==> src/hdl/hmb_pkg.sv <==
// Shared types and constants for the histogram binner.
// Used by hmb_divider, hmb_bin_store and multi_axis_histogram_binner_core.
package hmb_pkg;

  // Width of every measured value and range edge (signed Q16.16).
  localparam int VALUE_W    = 32;
  // Widths of the fixed request and result fields.
  localparam int ADDR_IN_W  = 12;
  localparam int STATUS_W   = 2;
  localparam int OUT_CNT_W  = 32;
  localparam int BINS_FLD_W = 5;
  localparam int BCNT_W     = 3 * BINS_FLD_W;
  // Configuration port.
  localparam int CFG_ADDR_W = 5;
  localparam int CFG_DATA_W = 32;
  localparam int REG_IDX_W  = 3;

  localparam logic OP_BIN  = 1'b0;
  localparam logic OP_READ = 1'b1;

  localparam logic [STATUS_W-1:0] ST_COUNTED  = 2'd0;
  localparam logic [STATUS_W-1:0] ST_RANGE    = 2'd1;
  localparam logic [STATUS_W-1:0] ST_INACTIVE = 2'd2;
  localparam logic [STATUS_W-1:0] ST_READ     = 2'd3;

  localparam logic [REG_IDX_W-1:0] REG_BIN_COUNTS = 3'd0;
  localparam logic [REG_IDX_W-1:0] REG_DIST_LOW   = 3'd1;
  localparam logic [REG_IDX_W-1:0] REG_DIST_HIGH  = 3'd2;
  localparam logic [REG_IDX_W-1:0] REG_ANGLE_LOW  = 3'd3;
  localparam logic [REG_IDX_W-1:0] REG_ANGLE_HIGH = 3'd4;
  localparam logic [REG_IDX_W-1:0] REG_TWIST_LOW  = 3'd5;
  localparam logic [REG_IDX_W-1:0] REG_TWIST_HIGH = 3'd6;

  typedef logic signed [VALUE_W-1:0] value_t;

  // Command from the sequencer to the bin store.
  typedef struct packed {
    logic read;
    logic incr;
  } hmb_store_cmd_t;

endpackage

==> src/hdl/hmb_divider.sv <==
// Serial restoring divider, one quotient bit per cycle.
// Depends on hmb_pkg for the divisor width.
module hmb_divider #(
  parameter int QUOT_W = 4
) (
  input  logic                                  clk,
  input  logic                                  rst_n,
  input  logic                                  start,
  input  logic [hmb_pkg::VALUE_W+QUOT_W-1:0]    dividend,
  input  logic [hmb_pkg::VALUE_W-1:0]           divisor,
  output logic                                  done,
  output logic [QUOT_W-1:0]                     quotient
);
  import hmb_pkg::*;

  localparam int CNT_W = $clog2(QUOT_W + 1);

  logic              busy_r;
  logic              done_r;
  logic [CNT_W-1:0]  cnt_r;
  logic [VALUE_W-1:0] rem_r;
  logic [VALUE_W-1:0] rem_nxt;
  logic [VALUE_W-1:0] div_r;
  logic [QUOT_W-1:0] low_r;
  logic [QUOT_W-1:0] quot_r;
  logic [QUOT_W-1:0] quot_nxt;
  logic [VALUE_W:0]  trial;
  logic [VALUE_W:0]  diff;
  logic              fits;

  // The caller guarantees dividend < divisor * 2^QUOT_W, so the upper part
  // starts below the divisor and the remainder always fits VALUE_W bits.
  always_comb begin
    trial    = {rem_r, low_r[QUOT_W-1]};
    diff     = trial - {1'b0, div_r};
    fits     = !diff[VALUE_W];
    rem_nxt  = fits ? diff[VALUE_W-1:0] : trial[VALUE_W-1:0];
    quot_nxt = (quot_r << 1) | QUOT_W'(fits);
  end

  always_ff @(posedge clk) begin
    if (!rst_n) begin
      busy_r <= 1'b0;
      done_r <= 1'b0;
      cnt_r  <= '0;
    end else begin
      done_r <= 1'b0;
      if (start) begin
        busy_r <= 1'b1;
        cnt_r  <= CNT_W'(QUOT_W);
      end else if (busy_r) begin
        cnt_r <= cnt_r - CNT_W'(1);
        if (cnt_r == CNT_W'(1)) begin
          busy_r <= 1'b0;
          done_r <= 1'b1;
        end
      end
    end
  end

  always_ff @(posedge clk) begin
    if (start) begin
      rem_r  <= dividend[VALUE_W+QUOT_W-1:QUOT_W];
      low_r  <= dividend[QUOT_W-1:0];
      div_r  <= divisor;
      quot_r <= '0;
    end else if (busy_r) begin
      rem_r  <= rem_nxt;
      low_r  <= low_r << 1;
      quot_r <= quot_nxt;
    end
  end

  assign done     = done_r;
  assign quotient = quot_r;

endmodule

==> config.mk <==
export PLATFORM = sky130hd
export DESIGN_NAME = hmb_divider
export DESIGN_NICKNAME = d
export VERILOG_FILES = /design/src/hdl/hmb_pkg.sv /design/src/hdl/hmb_divider.sv
export SDC_FILE = /design/constraint.sdc
export NUM_CORES = 1
export LEC_CHECK = 0
export BUFFER_PORTS_ARGS = -buffer_cell sky130_fd_sc_hd__buf_2
export CAP_MARGIN = 5
export CORE_UTILIZATION = 40
export CTS_BUF_LIST = sky130_fd_sc_hd__clkbuf_4 sky130_fd_sc_hd__clkbuf_8
export DETAILED_ROUTE_END_ITERATION = 8
export PLACE_DENSITY = 0.68
export SETUP_SLACK_MARGIN = 0.1
export SLEW_MARGIN = 10
export SYNTH_ARGS = -nofsm -noshare
export SYNTH_HDL_FRONTEND = slang
export SYNTH_SLANG_ARGS = --single-unit
==> constraint.sdc <==
create_clock -name clk -period 3.5 [get_ports clk]
set_input_delay 0.7 -clock clk [delete_from_list [all_inputs] [get_ports clk]]
set_output_delay 0.7 -clock clk [all_outputs]
set_load 0.01 [all_outputs]
# ---- After elaboration in Yosys (flattened, before gate mapping)
# Cells that the tools add are included.
dict set report word_totals {
  inputBits 71
  register_bits 77
  output_inout_bits 5
  wordCells 29
}
dict set report classes {
  add_sub_neg 2
  n_eq_ne 1
  reduce_logical 4
  bitwise 3
  muxes 11
}
# op count
set ops {}
lappend ops {{32-bit two-way mux} 3}
lappend ops {{33-bit by 32-bit subtractor with 33-bit output} 1}
lappend ops {{4-bit two-way mux} 2}
lappend ops {{3-bit two-way mux} 2}
lappend ops {{1-bit two-way mux} 4}
lappend ops {{4-bit by 1-bit OR with 4-bit output} 1}
lappend ops {{3-bit by 1-bit == test with 1-bit output, second input constant} 1}
lappend ops {{3-bit OR reduction} 1}
lappend ops {{3-bit by 1-bit subtractor with 3-bit output, second input constant} 1}
lappend ops {{1-bit inverter} 2}
lappend ops {{2-bit nonzero test} 1}
lappend ops {{2-bit OR reduction} 1}
lappend ops {{1-bit logical NOT} 1}

# ---- Logic depth before layout (Yosys ltp)
dict set report logic_depth {
  word_depth 4
  depth_mapped 13
  mapped_depth_nobuf 12
}

# ---- Worst setup path after synthesis
# No wires, ideal clock.
dict set report synth_timing {
  kind {flip-flop to flip-flop}
  start {reg div_r[0]}
  end {reg rem_r[11] (data pin)}
  path_stages_with_launch 13
  arrival_ps 2881
  synth_period_minus_slack_ps 3141
  setup_time_ps 261
  slack_ps 359
  t_required_ps 3239
  cell_sequence {edfxtp_1 > ha_1 > fa_1 > nand2b_1 > a21oi_2 > o41a_1 > o311ai_4 > a31oi_2 > a41oi_2 > xnor2_2 > buf_6 > nor3b_2 > a221o_1}
}
dict set report synth_via {
  elab_chain_cells 4
}
# item line_no
set synth_lines {}
lappend synth_lines {{start, declared} hmb_divider.sv:23} ;# logic [VALUE_W-1:0] div_r;
lappend synth_lines {{start signal, assigned} hmb_divider.sv:65} ;# div_r <= divisor;
lappend synth_lines {{33-bit by 32-bit subtractor with 33-bit output} hmb_divider.sv:35} ;# diff = trial - {1'b0, div_r};
lappend synth_lines {{32-bit two-way mux} hmb_divider.sv:37} ;# rem_nxt = fits ? diff[VALUE_W-1:0] : trial[VALUE_W-1:0];
lappend synth_lines {{32-bit two-way mux} hmb_divider.sv:67} ;# end else if (busy_r) begin
lappend synth_lines {{32-bit two-way mux} hmb_divider.sv:62} ;# if (start) begin
lappend synth_lines {{end signal, assigned} hmb_divider.sv:63} ;# rem_r <= dividend[VALUE_W+QUOT_W-1:QUOT_W];
lappend synth_lines {{end signal, assigned} hmb_divider.sv:68} ;# rem_r <= rem_nxt;
lappend synth_lines {{end, declared} hmb_divider.sv:21} ;# logic [VALUE_W-1:0] rem_r;
# Every way passes these cells. The select of a mux whose other input is x is not followed.
# A chain may end at the register's enable or synchronous reset.

# ---- Final worst setup path
dict set report layout_timing {
  start {reg div_r[0]}
  end {reg rem_r[12] (data pin)}
}
# The elaborated chain is that of the path after synthesis.

==> metrics.txt <==
# TYPE chip_impl_metric gauge
chip_impl_metric{name="drt.antenna.violating_nets",unit=""} 0
chip_impl_info{name="cp_top_family",value="compound AO/OA/AOI/OAI gates"} 1
chip_impl_metric{name="setup-violations-final",unit=""} 0
chip_impl_metric{name="synth.top_cell.area_share",unit=""} 0.398
chip_impl_metric{name="dp_hpwl",unit="um"} 8180
chip_impl_info{name="synthTopCellsByCount",value="68 x sky130_fd_sc_hd__edfxtp_1, 60 x sky130_fd_sc_hd__nand2_1, 43 x sky130_fd_sc_hd__inv_1, 38 x sky130_fd_sc_hd__nor2_1, 34 x sky130_fd_sc_hd__ha_1"} 1
chip_impl_metric{name="final_max_slew_viol_count",unit=""} 0
chip_impl_metric{name="grt_pass1_wl",unit="um"} 18100
chip_impl_metric{name="synth-simple-area-share",unit=""} 0.131
chip_impl_metric{name="grt_max_degree",unit=""} 52
chip_impl_metric{name="dr_total_vias",unit=""} 3998
chip_impl_metric{name="power_density",unit="mW/mm2"} 816
chip_impl_metric{name="synthesis_to_finish_area_growth",unit="%"} 16.9
chip_impl_metric{name="timing_hold_violations_final",unit=""} 0
chip_impl_metric{name="cts_num_sinks",unit=""} 77
chip_impl_metric{name="htreeDepth",unit=""} 3
chip_impl_metric{name="final_core_util",unit=""} 0.478
chip_impl_metric{name="fin_worst_skew",unit="ps"} 15.4
chip_impl_metric{name="worst-slew-pin-transition",unit="ps"} 591
chip_impl_metric{name="setup_total_negative_slack",unit="ps"} 0
chip_impl_metric{name="synth_seq_area_share",unit=""} 0.433
chip_impl_metric{name="drt-pass1-iter-count",unit=""} 4
chip_impl_info{name="min_path_type",value="in2reg"} 1
chip_impl_metric{name="overflow",unit=""} 0
chip_impl_metric{name="cp_data_required_time",unit="ps"} 3630
chip_impl_metric{name="synth_nets",unit=""} 627
chip_impl_metric{name="ioPinCount",unit=""} 76
chip_impl_metric{name="clockBufferDepth",unit=""} 2
chip_impl_metric{name="max_slew_headroom_at_the_worst_pin",unit=""} 0.606
chip_impl_info{name="timing.critical_path.slowest_stage_cell",value="sky130_fd_sc_hd__fa_1"} 1
chip_impl_metric{name="synth.distinct_cells",unit=""} 58
chip_impl_info{name="timing_worst_setup_path_type",value="reg2reg"} 1
chip_impl_metric{name="p_total",unit="mW"} 4.90
chip_impl_info{name="cts_tree",value="yes"} 1
chip_impl_metric{name="initial_cell_density_of_the_core",unit=""} 0.408
chip_impl_metric{name="coreArea",unit="mm2"} 0.0126
chip_impl_info{name="clk_root_buffer_cell",value="sky130_fd_sc_hd__clkbuf_8"} 1
chip_impl_metric{name="total_die_area",unit="mm2"} 0.0133
chip_impl_metric{name="globalplace.congestion",unit=""} 0.897
chip_impl_metric{name="finalNetCount",unit=""} 701
chip_impl_metric{name="viasPerCell",unit=""} 5.18
chip_impl_metric{name="remaining_drc_errors",unit=""} 0
chip_impl_metric{name="cts_buffers",unit=""} 9
chip_impl_metric{name="detailedRoute.firstIterationViolations",unit=""} 226
chip_impl_metric{name="yosys-mux-area-fraction",unit=""} 0.0614
chip_impl_metric{name="cts-hold-fix-buffers",unit=""} 0
chip_impl_info{name="synthMostInstantiatedCell",value="sky130_fd_sc_hd__edfxtp_1"} 1
chip_impl_metric{name="grt_pass1_vias",unit=""} 3904
chip_impl_info{name="worst_setup_path_start_kind",value="flip-flop"} 1
chip_impl_metric{name="grt_use_total",unit=""} 0.178
chip_impl_metric{name="synthesis.area_per_instance",unit="um2"} 9.85
chip_impl_metric{name="post_synthesis_sequential_element_count",unit=""} 77
chip_impl_metric{name="die_height",unit="um"} 115
chip_impl_metric{name="gate_count_of_the_mapped_netlist",unit=""} 521
chip_impl_metric{name="row_count",unit=""} 41
chip_impl_metric{name="finalCritPeriodShare",unit=""} 0.924
chip_impl_metric{name="clock_latency",unit="ps"} 390
chip_impl_metric{name="synth_compound_gate_area_share",unit=""} 0.183
chip_impl_info{name="critical_path.endpoint_type",value="flip-flop"} 1
chip_impl_metric{name="layout-drive-gt1-share",unit=""} 0.202
chip_impl_metric{name="worst_hold_check_slack",unit="ps"} 481
chip_impl_metric{name="buffer_ports.inserted",unit=""} 75
chip_impl_metric{name="max_cap_violations",unit=""} 0
chip_impl_metric{name="wire_per_inst",unit="um"} 14.5
chip_impl_info{name="yosys-top-cells-area",value="sky130_fd_sc_hd__edfxtp_1 40%, sky130_fd_sc_hd__ha_1 8.3%, sky130_fd_sc_hd__mux2i_1 5.3%, sky130_fd_sc_hd__nand2_1 4.4%, sky130_fd_sc_hd__dfxtp_1 3.5%"} 1
chip_impl_info{name="dominant_combinational_cell_family_by_area_after_synthesis",value="compound AO/OA/AOI/OAI gates"} 1
chip_impl_metric{name="yosys.area_share.adder",unit=""} 0.0868
chip_impl_info{name="synthFlopType",value="sky130_fd_sc_hd__edfxtp_1"} 1
chip_impl_metric{name="max_clock_freq",unit="GHz"} 0.309
chip_impl_metric{name="xor_xnor_share_of_the_synthesized_area",unit=""} 0.0492
chip_impl_metric{name="crit_fanout",unit=""} 8
chip_impl_metric{name="wl",unit="um"} 11200
chip_impl_metric{name="cellLeakagePower",unit="nW"} 2.58
chip_impl_info{name="cell_chain_of_the_critical_path",value="ha_1 > fa_1 > nand2b_1 > a21oi_2 > o41a_1 > o311ai_4 > a31oi_4 > a41oi_4 > xnor2_4 > buf_12 > buf_4 > mux2i_1 > o21ai_1"} 1
chip_impl_info{name="rsz0062_at_grt",value="true"} 1
chip_impl_metric{name="min_period",unit="ps"} 3230
chip_impl_metric{name="number_of_inserted_diodes",unit=""} 0
chip_impl_metric{name="synth_async_sr_flop_share",unit=""} 0
chip_impl_metric{name="worst_setup_hold_path_clk_slew",unit="ps"} 90
chip_impl_metric{name="die_width",unit="um"} 115
chip_impl_metric{name="total_standard_cell_area_after_synthesis",unit="mm2"} 0.00513
chip_impl_metric{name="worst-path-buf-inv",unit=""} 2
chip_impl_metric{name="power.ir.vdd_worst",unit="mV"} 0.339
chip_impl_metric{name="critPathArrivalTime",unit="ps"} 3360
chip_impl_metric{name="timing.critical_path.slowest_cell_delay",unit="ps"} 410
chip_impl_info{name="run_status",value="finished, final reports clean"} 1
chip_impl_metric{name="synth-warning-count",unit=""} 0
chip_impl_metric{name="grt_antenna_before_repair",unit=""} 0
chip_impl_metric{name="synth_enable_flop_cells",unit=""} 68
chip_impl_info{name="synth_largest_area_cell",value="sky130_fd_sc_hd__edfxtp_1"} 1
==> cell type report <==
type | instances | area [um2]
inverter | 44 | 165
sequential | 77 | 2220
fill | 1186 | 6570
tap | 172 | 215
multi-input combinational | 376 | 2660
timing repair buffer | 87 | 523
clock buffer | 9 | 124
clock inverter | 7 | 96.3
==> where the power goes <==
| part | switching [mW] | internal, mW |
|---|---|---|
| combinational | 1.48 | 1.27 |
| clock | 0.361 | 0.405 |
| sequential | 0.117 | 1.26 |
==> registers in the layout (all words and copies together) (netlist names) <==
name	flops
low_r	4
cnt_r	3
done	1
rem_r	32
busy_r	1
quotient	4
div_r	32
==> cell usage in the layout, fill, tap and decap left out, types with 4 or more instances in the layout <==
cell,n
sky130_fd_sc_hd__a211oi_1,6
sky130_fd_sc_hd__a21o_1,11
sky130_fd_sc_hd__a21oi_1,28
sky130_fd_sc_hd__a221o_1,4
sky130_fd_sc_hd__a31oi_1,4
sky130_fd_sc_hd__and2_1,6
sky130_fd_sc_hd__buf_2,74
sky130_fd_sc_hd__buf_4,9
sky130_fd_sc_hd__clkbuf_8,9
sky130_fd_sc_hd__dfxtp_1,9
sky130_fd_sc_hd__edfxtp_1,68
sky130_fd_sc_hd__ha_1,34
sky130_fd_sc_hd__inv_1,43
sky130_fd_sc_hd__mux2i_1,27
sky130_fd_sc_hd__nand2_1,60
sky130_fd_sc_hd__nand2b_1,7
sky130_fd_sc_hd__nand3_1,9
sky130_fd_sc_hd__nand4_1,5
sky130_fd_sc_hd__nor2_1,38
sky130_fd_sc_hd__nor3_1,11
sky130_fd_sc_hd__o21a_1,4
sky130_fd_sc_hd__o21ai_0,21
sky130_fd_sc_hd__o21ai_1,22
sky130_fd_sc_hd__o311ai_2,5
sky130_fd_sc_hd__xnor2_1,14
sky130_fd_sc_hd__xor2_1,13
==> through the flow <==
step / worst slack [ps] / cells / cell area (um2)
after global placement: 67.6 / 751 / 5700
after global routing: 79.8 / 772 / 6000
after detailed placement: 2.13 / 751 / 5700
final: 267 / 772 / 6000
after CTS: 113 / 768 / 5920
after floorplan: 359 / 521 / 5130
==> final timing paths <==
path,from,endpoint,slack [ps],cells after the start
worst max-delay path,div_r[0],rem_r[12],270,13
worst min-delay path,divisor[10],div_r[10],480,1
worst max register to register,div_r[0],rem_r[12],270,13
worst min register to register,cnt_r[1],cnt_r[1],500,2
==> cell families after synthesis <==
logic type / after synthesis
buffers and inverters: 68
AOI/OAI and AO/OA: 134
DFF: 77
adders and majority gates: 35
and+or+nand+nor: 148
xor gates and xnor gates: 28
muxes: 31
==> per-layer routing <==
metal / track usage / share of wire / up-vias
met5: 0 / 0 / -
met4: 0.0589 / 0.015 / 0
met3: 0.0527 / 0.046 / 15
met2: 0.296 / 0.47 / 81
met1: 0.221 / 0.47 / 1875
li1: - / - / 2027
==> repair_timing <==
item                       CTS  global route
setup endpoints to repair   24            30
cloned                       0             1
pin swaps                    1             4
resized for setup            0             2
setup buffers                1             3
No activity file was read; power rests on OpenSTA's default activity.
